## src/olt_pkg.sv

```systemverilog
// ----------------------------------------------------------------------------
// olt_pkg: shared types and constants of the ordered list table
// Holds the request codes, status codes, default depth and the command and
// status structs that join the controller and the datapath.
// ----------------------------------------------------------------------------
package olt_pkg;

  localparam int DefaultDepth = 256;

  typedef enum logic [3:0] {
    FN_ADD      = 4'd0,
    FN_CLEAR    = 4'd1,
    FN_DELETE   = 4'd2,
    FN_INDEX_OF = 4'd3,
    FN_INSERT   = 4'd4,
    FN_EXCHANGE = 4'd5,
    FN_MOVE     = 4'd6,
    FN_REMOVE   = 4'd7,
    FN_READ     = 4'd8,
    FN_COUNT    = 4'd9
  } func_t;

  typedef enum logic [1:0] {
    ST_OK       = 2'd0,
    ST_FULL     = 2'd1,
    ST_RANGE    = 2'd2,
    ST_NOTFOUND = 2'd3
  } status_t;

  // Datapath operation selected by the controller.
  typedef enum logic [3:0] {
    DP_IDLE      = 4'd0,
    DP_LOAD_IDX  = 4'd1,
    DP_LOAD_SCAN = 4'd2,
    DP_LOAD_INS  = 4'd3,
    DP_SCAN      = 4'd4,
    DP_HOLD_DN   = 4'd5,
    DP_HOLD_UP   = 4'd6,
    DP_SHIFT_DN  = 4'd7,
    DP_SHIFT_UP  = 4'd8,
    DP_WRITE     = 4'd9,
    DP_READ_SEC  = 4'd10,
    DP_SWAP_A    = 4'd11
  } dp_op_t;

  typedef struct packed {
    dp_op_t op;
    logic   cnt_inc;
    logic   cnt_dec;
    logic   cnt_clr;
  } dp_cmd_t;

  typedef struct packed {
    logic hit;   // scan compare matched
  } dp_stat_t;

endpackage

```

## src/olt_ctrl.sv

```systemverilog
// ----------------------------------------------------------------------------
// olt_ctrl: request sequencer of the ordered list table
// Decodes a request, checks its range, steps the datapath one command a cycle
// and forms the result beat.
// ----------------------------------------------------------------------------
module olt_ctrl import olt_pkg::*; #(
  parameter int LIST_DEPTH = DefaultDepth,
  parameter int CW = $clog2(LIST_DEPTH + 1)
) (
  input  logic          clk,
  input  logic          rst,
  input  logic          start,
  input  logic [3:0]    func,
  input  logic [7:0]    index,
  input  logic [7:0]    second_index,
  input  logic [CW-1:0] cnt,
  input  logic [CW-1:0] ptr,
  input  logic [31:0]   rdata,
  input  dp_stat_t      stat,
  output dp_cmd_t       cmd,
  output logic          busy,
  output logic          done,
  output logic [1:0]    status,
  output logic [7:0]    found_index,
  output logic [31:0]   item_out
);

  typedef enum logic [11:0] {
    S_IDLE   = 12'b000000000001,
    S_SCAN   = 12'b000000000010,
    S_PRE_DN = 12'b000000000100,
    S_DEL    = 12'b000000001000,
    S_MV     = 12'b000000010000,
    S_MDN    = 12'b000000100000,
    S_UP     = 12'b000001000000,
    S_XA     = 12'b000010000000,
    S_XB     = 12'b000100000000,
    S_XC     = 12'b001000000000,
    S_RD     = 12'b010000000000,
    S_FIN    = 12'b100000000000
  } state_t;

  state_t        state;
  logic [3:0]    fn;
  logic [CW-1:0] stop_pos;
  logic          idx_past_end, idx_at_or_past_end, idx2_past_end, is_full;

  assign busy = (state != S_IDLE);

  // Range checks of the request fields against the current count.
  assign idx_at_or_past_end = (32'(index) >= 32'(cnt));
  assign idx_past_end       = (32'(index) > 32'(cnt));
  assign idx2_past_end      = (32'(second_index) >= 32'(cnt));
  assign is_full            = (32'(cnt) >= 32'(LIST_DEPTH));

  // Main sequencer.
  always_ff @(posedge clk) begin
    if (rst) begin
      state       <= S_IDLE;
      done        <= 1'b0;
      fn          <= FN_COUNT;
      stop_pos    <= '0;
      status      <= ST_OK;
      found_index <= '0;
      item_out    <= '0;
    end else begin
      done <= (state == S_FIN);
      case (state)
        S_IDLE: begin
          if (start) begin
            fn          <= func;
            status      <= ST_OK;
            found_index <= '0;
            item_out    <= '0;
            case (func)
              FN_ADD: begin
                if (is_full) begin
                  status <= ST_FULL;
                  state  <= S_FIN;
                end else begin
                  found_index <= 8'(cnt);
                  stop_pos    <= cnt;
                  state       <= S_UP;
                end
              end
              FN_DELETE: begin
                if (idx_at_or_past_end) begin
                  status <= ST_RANGE;
                  state  <= S_FIN;
                end else begin
                  state <= S_PRE_DN;
                end
              end
              FN_READ: begin
                if (idx_at_or_past_end) begin
                  status <= ST_RANGE;
                  state  <= S_FIN;
                end else begin
                  state <= S_RD;
                end
              end
              FN_INDEX_OF, FN_REMOVE: begin
                state <= S_SCAN;
              end
              FN_INSERT: begin
                if (idx_past_end) begin
                  status <= ST_RANGE;
                  state  <= S_FIN;
                end else if (is_full) begin
                  status <= ST_FULL;
                  state  <= S_FIN;
                end else begin
                  stop_pos <= CW'(index);
                  state    <= S_UP;
                end
              end
              FN_EXCHANGE: begin
                if (idx_at_or_past_end || idx2_past_end) begin
                  status <= ST_RANGE;
                  state  <= S_FIN;
                end else if (index == second_index) begin
                  state <= S_FIN;
                end else begin
                  state <= S_XA;
                end
              end
              FN_MOVE: begin
                if (idx_at_or_past_end || idx2_past_end) begin
                  status <= ST_RANGE;
                  state  <= S_FIN;
                end else if (index == second_index) begin
                  state <= S_FIN;
                end else begin
                  stop_pos <= CW'(second_index);
                  state    <= S_MV;
                end
              end
              default: state <= S_FIN;
            endcase
          end
        end
        S_SCAN: begin
          // rdata holds the entry at ptr.
          if (ptr >= cnt) begin
            status <= ST_NOTFOUND;
            state  <= S_FIN;
          end else if (stat.hit) begin
            found_index <= 8'(ptr);
            state       <= (fn == FN_REMOVE) ? S_PRE_DN : S_FIN;
          end
        end
        S_PRE_DN: state <= S_DEL;
        S_DEL: begin
          if (ptr + CW'(1) >= cnt) begin
            state <= S_FIN;
          end
        end
        S_MV: state <= (ptr < stop_pos) ? S_MDN : S_UP;
        S_MDN: begin
          if (ptr >= stop_pos) begin
            state <= S_FIN;
          end
        end
        S_UP: begin
          if (ptr <= stop_pos) begin
            state <= S_FIN;
          end
        end
        S_XA: state <= S_XB;
        S_XB: state <= S_XC;
        S_XC: state <= S_FIN;
        S_RD: begin
          item_out <= rdata;
          state    <= S_FIN;
        end
        S_FIN: state <= S_IDLE;
        default: state <= S_IDLE;
      endcase
    end
  end

  // Command decode, one datapath command per cycle.
  always_comb begin
    cmd = '{op: DP_IDLE, cnt_inc: 1'b0, cnt_dec: 1'b0, cnt_clr: 1'b0};
    case (state)
      S_IDLE: begin
        if (start) begin
          case (func)
            FN_ADD, FN_INSERT:      cmd.op = DP_LOAD_INS;
            FN_INDEX_OF, FN_REMOVE: cmd.op = DP_LOAD_SCAN;
            FN_DELETE, FN_READ, FN_EXCHANGE, FN_MOVE: cmd.op = DP_LOAD_IDX;
            FN_CLEAR:               cmd.cnt_clr = 1'b1;
            default:                cmd.op = DP_IDLE;
          endcase
        end
      end
      S_SCAN: begin
        if (ptr < cnt && !stat.hit) begin
          cmd.op = DP_SCAN;
        end
      end
      S_PRE_DN: cmd.op = DP_HOLD_DN;
      S_DEL: begin
        if (ptr + CW'(1) < cnt) begin
          cmd.op = DP_SHIFT_DN;
        end else begin
          cmd.cnt_dec = 1'b1;
        end
      end
      S_MV: cmd.op = (ptr < stop_pos) ? DP_HOLD_DN : DP_HOLD_UP;
      S_MDN: cmd.op = (ptr < stop_pos) ? DP_SHIFT_DN : DP_WRITE;
      S_UP: begin
        if (ptr > stop_pos) begin
          cmd.op = DP_SHIFT_UP;
        end else begin
          // A move keeps its count; insert and add grow the list.
          cmd.op      = DP_WRITE;
          cmd.cnt_inc = (fn != FN_MOVE);
        end
      end
      S_XA: cmd.op = DP_READ_SEC;
      S_XB: cmd.op = DP_SWAP_A;
      S_XC: cmd.op = DP_WRITE;
      default: cmd.op = DP_IDLE;
    endcase
  end

  // A result beat always closes a busy period.
  assert property (@(posedge clk) disable iff (rst) done |-> !busy)
    else $error("result beat while busy");
  assert property (@(posedge clk) disable iff (rst) cnt <= CW'(LIST_DEPTH))
    else $error("count above capacity");
  assert property (@(posedge clk) disable iff (rst) (start && !busy) |=> busy)
    else $error("accepted request did not start");
  assert property (@(posedge clk) disable iff (rst) done |=> !done)
    else $error("result strobe longer than one cycle");

endmodule

```

## config.mk

```make
export PLATFORM = sky130hd
export DESIGN_NAME = olt_ctrl
export DESIGN_NICKNAME = d
export VERILOG_FILES = /design/src/olt_pkg.sv /design/src/olt_ctrl.sv
export SDC_FILE = /design/constraint.sdc
export NUM_CORES = 1
export LEC_CHECK = 0
export BUFFER_PORTS_ARGS = -buffer_cell sky130_fd_sc_hd__buf_2
export CORE_ASPECT_RATIO = 1.1
export CORE_MARGIN = 2
export CORE_UTILIZATION = 53
export CTS_CLUSTER_DIAMETER = 200
export DETAILED_ROUTE_END_ITERATION = 8
export PLACE_DENSITY = 0.81
export SLEW_MARGIN = 5
export SYNTH_ARGS = -nofsm -noshare
export SYNTH_HDL_FRONTEND = slang
export SYNTH_SLANG_ARGS = --single-unit
```

## constraint.sdc

```tcl
create_clock -name clk -period 3.8 [get_ports clk]
set_clock_uncertainty 0.05 [all_clocks]
set_input_delay 0.76 -clock clk [delete_from_list [all_inputs] [get_ports clk]]
set_output_delay 0.76 -clock clk [all_outputs]
set_load 0.1 [all_outputs]
```

==> reports/metrics.csv <==
metric,value,unit
status,finished clean,
top_layer_used,met4,
synthAdderAreaFrac,12.09,%
critPathMaxFanout,6,
crit_required,2990,ps
yosys_register_bits,68,
grt_pass1_wl,20950,µm
num_rows,35,
fin_nets,790,
io_pins,125,
whs_endpoint,fn[2]$_SDFFE_PP0P_,
die_h,101.2,µm
synth_compound_area_share,23.25,%
path_delay_family,simple AND/OR/NAND/NOR gates,
die_area,0.009349,mm²
n_fill_cell,707,
r2r_cells,9,
rr_startpoint,stop_pos[7]$_SDFFE_PP0P_,
cts_root_buf,clkbuf_8,
power_leakage,2.468,nW
grt_pass1_vias,4486,
crit_slowest_cell,a2111o_1,
period_share,98.82,%
cts_sinks,68,
ant_nets,0,
worst_slew_pin_slew,835.6,ps
grt_max_degree,62,
grt_antenna_before_repair,0,
relSlewSlack,43.82,%
ir_worst_vdd,0.3668,mV
crit_chain,buf_4 -> and3_4 -> nand3_2 -> or2_4 -> xnor2_2 -> ha_1 -> nand4_1 -> a31oi_4 -> nor3_4 -> a2111o_1 -> buf_12,
synth_nets,675,
portBuffers,124,
core_area,0.008364,mm²
critPathCaptureType,output port,
min_period,3755,ps
ys.flop_type,dfxtp_1,
whs,411.0,ps
drt_iter0_markers,328,
finalWirelength,13470,µm
yosys.area_share.simple,23.74,%
dr.pass1.iters,5,
clk_pin_slew,80,ps
track_usage,28.03,%
placed_cells,770,
hold_depth,2,
htree_levels,3,
start_util,54.44,%
drive_above_1_share,25.41,%
synth_top_family_by_area,simple AND/OR/NAND/NOR gates,
num_vias,4781,
met2_length,6580,µm
drv_cap,0,
r2r_end,state[10]$_SDFFE_PP0P_,
post-place-ws,75.12,ps
drt-met1-wl,5579,µm
syn_area,0.004553,mm²
yosysTopAreaCell,dfxtp_1,
setup_slack,44.86,ps
hold_class,reg2reg,
synth_area_leaders,"dfxtp_1 (30%), ha_1 (12%), nor2_1 (5.7%)",
multiInputGateArea,0.003048,mm²
hold_violations,0,
seq_area,0.001361,mm²
synth_mux_area_share,1.979,%
total_power,2.145,mW
setup_viol,0,
synth_cell_type_count,61,
rrSetupSlack,1170,ps
met3_length,1016,µm
crit_type,in2out,
yosysWarnings,0,
critPathBufInv,2,
synth_edf_count,0,
power.density,380.0,mW/mm²
synth_async_sr_flop_share,0,%
antennaDiodeCount,0,
overflow,0,
clock_path_buffers,2,
fp.dieW,92.38,µm
vias_per_cell,6.067,
yosys.area.top_type_share,29.90,%
place.gp.congestion,0.9629,
arrival,2950,ps
area_growth,23.99,%
cts_hold_repair.buffers,0,
cpPeakStageDelay,440,ps
cts_tree,done,
synth_xor_area_share,3.847,%
insertion_delay,360,ps
yosysSeqAreaShare,29.90,%
timing.fmax,266.3,MHz
min_from,fn[2]$_SDFFE_PP0P_,
cts_buffers,9,
final_cells,788,
wire_per_inst,17.10,µm
synthCells,557,
critPathLaunchType,primary input,
avgSynthCellArea,8.174,µm²
drc_errors,0,
dp_hpwl,10230,µm
finalMaxSlewViolations,0,
==> layer usage <==
| metal | GRT usage (%) | vias up |
|---|---|---|
| met3 | 6.101 | 28 |
| met2 | 48.06 | 223 |
| met5 | 0 | - |
| li1 | - | 2292 |
| met1 | 34.75 | 2238 |
| met4 | 10.33 | 0 |
==> cell usage in the layout, fill, tap and decap left out, types with 6 or more instances in the layout <==
| cell | instances |
|---|---|
| xor2_1 | 6 |
| clkbuf_8 | 9 |
| buf_4 | 14 |
| o221ai_1 | 9 |
| nor2b_1 | 7 |
| nand2_1 | 31 |
| a21oi_1 | 32 |
| nand3_1 | 15 |
| nor2_1 | 66 |
| and3_1 | 7 |
| mux2i_1 | 9 |
| a21o_1 | 6 |
| nor3_1 | 16 |
| ha_1 | 43 |
| inv_1 | 27 |
| xnor2_1 | 13 |
| buf_2 | 116 |
| o21ai_0 | 20 |
| a22oi_1 | 34 |
| dfxtp_1 | 68 |
| nand4_1 | 10 |
| o211ai_1 | 7 |
| a211oi_1 | 12 |
==> Yosys cell counts (3+ instances only) <==
library cell and number:
nor3_1 17, nor2b_1 7, or3_1 3, ha_1 44
o21ai_0 21, a21o_1 6, nand3b_1 3, xor2_1 6
nand4b_1 4, inv_1 27, a211oi_1 12, and4_1 3
xnor2_1 14, o211ai_1 7, dfxtp_1 68, nand2b_1 4
mux2i_1 9, nand4_1 10, a21oi_1 33, o221ai_1 9
and4b_1 4, nor4_1 6, nand2_1 31, nor3b_1 3
nor4b_1 4, clkbuf_1 26, and3_1 8, nand3_1 17
a22oi_1 34, a31oi_1 6, o21a_1 5, nor2_1 69
==> what timing repair did <==
| item | 4_1_cts | 5_1_grt |
|---|---|---|
| setup buffers | 0 | 2 |
| gates resized for setup | 0 | 14 |
| endpoints found under the setup margin | 0 | 3 |
==> worst reg2reg max path, stage by stage (launching register included) <==
cell and delay [ps]:
dfxtp_1 340, inv_1 50, ha_1 300, a21o_1 170, a221o_1 340, a31oi_1 250, buf_4 220, mux2i_1 120
a2111o_1 500, nor4_1 210
==> power by group <==
part | switching (mW) | internal, mW
registers | 0.0229 | 0.747
logic | 0.521 | 0.223
clock network | 0.318 | 0.313
==> flip-flops by register name, summed over array words and instances (netlist names) <==
name,count
item_out,32
found_index,8
done,1
status,2
state,12
fn,4
stop_pos,9
==> metrics by stage <==
stage | util (%) | setup TNS (ps) | area, µm²
finish | 67.49 | 0 | 5645
global route | 67.49 | -17.64 | 5645
CTS | 66.72 | 0 | 5580
detailed placement | 64.26 | 0 | 5375
global placement | 64.26 | 0 | 5375
floorplan | - | -332.9 | 4594
==> cell families (layout without fill, tap and decap cells) <==
group	count (synthesis)	count (layout)
compound gates	152	152
xor+xnor	20	20
fa+ha+maj	44	44
buf+inv	59	179
flops	68	68
mux	9	9
simple gates	205	205
==> worst max path at each step <==
stage | end | startpoint | cells past startpoint | slack, ps
4_1_cts | cmd[4] | ptr[1] | 12 | 40
5_1_grt | cmd[3] | ptr[1] | 11 | -20
6_report | cmd[3] | ptr[1] | 11 | 40
3_3_place_gp | cmd[3] | ptr[1] | 12 | 150
3_5_place_dp | cmd[4] | ptr[1] | 12 | 80
2_1_floorplan | cmd[0] | state[4]$_SDFFE_PP0P_ | 7 | -250
==> final cells by class <==
cell class | count | area share [%]
timing repair buffer | 135 | 13.92
sequential | 68 | 24.11
clock buffer | 9 | 2.194
tap | 111 | 2.460
multi-input combinational | 430 | 53.99
clock inverter | 7 | 1.441
inverter | 28 | 1.884
Power figures use the tool's default switching activity.
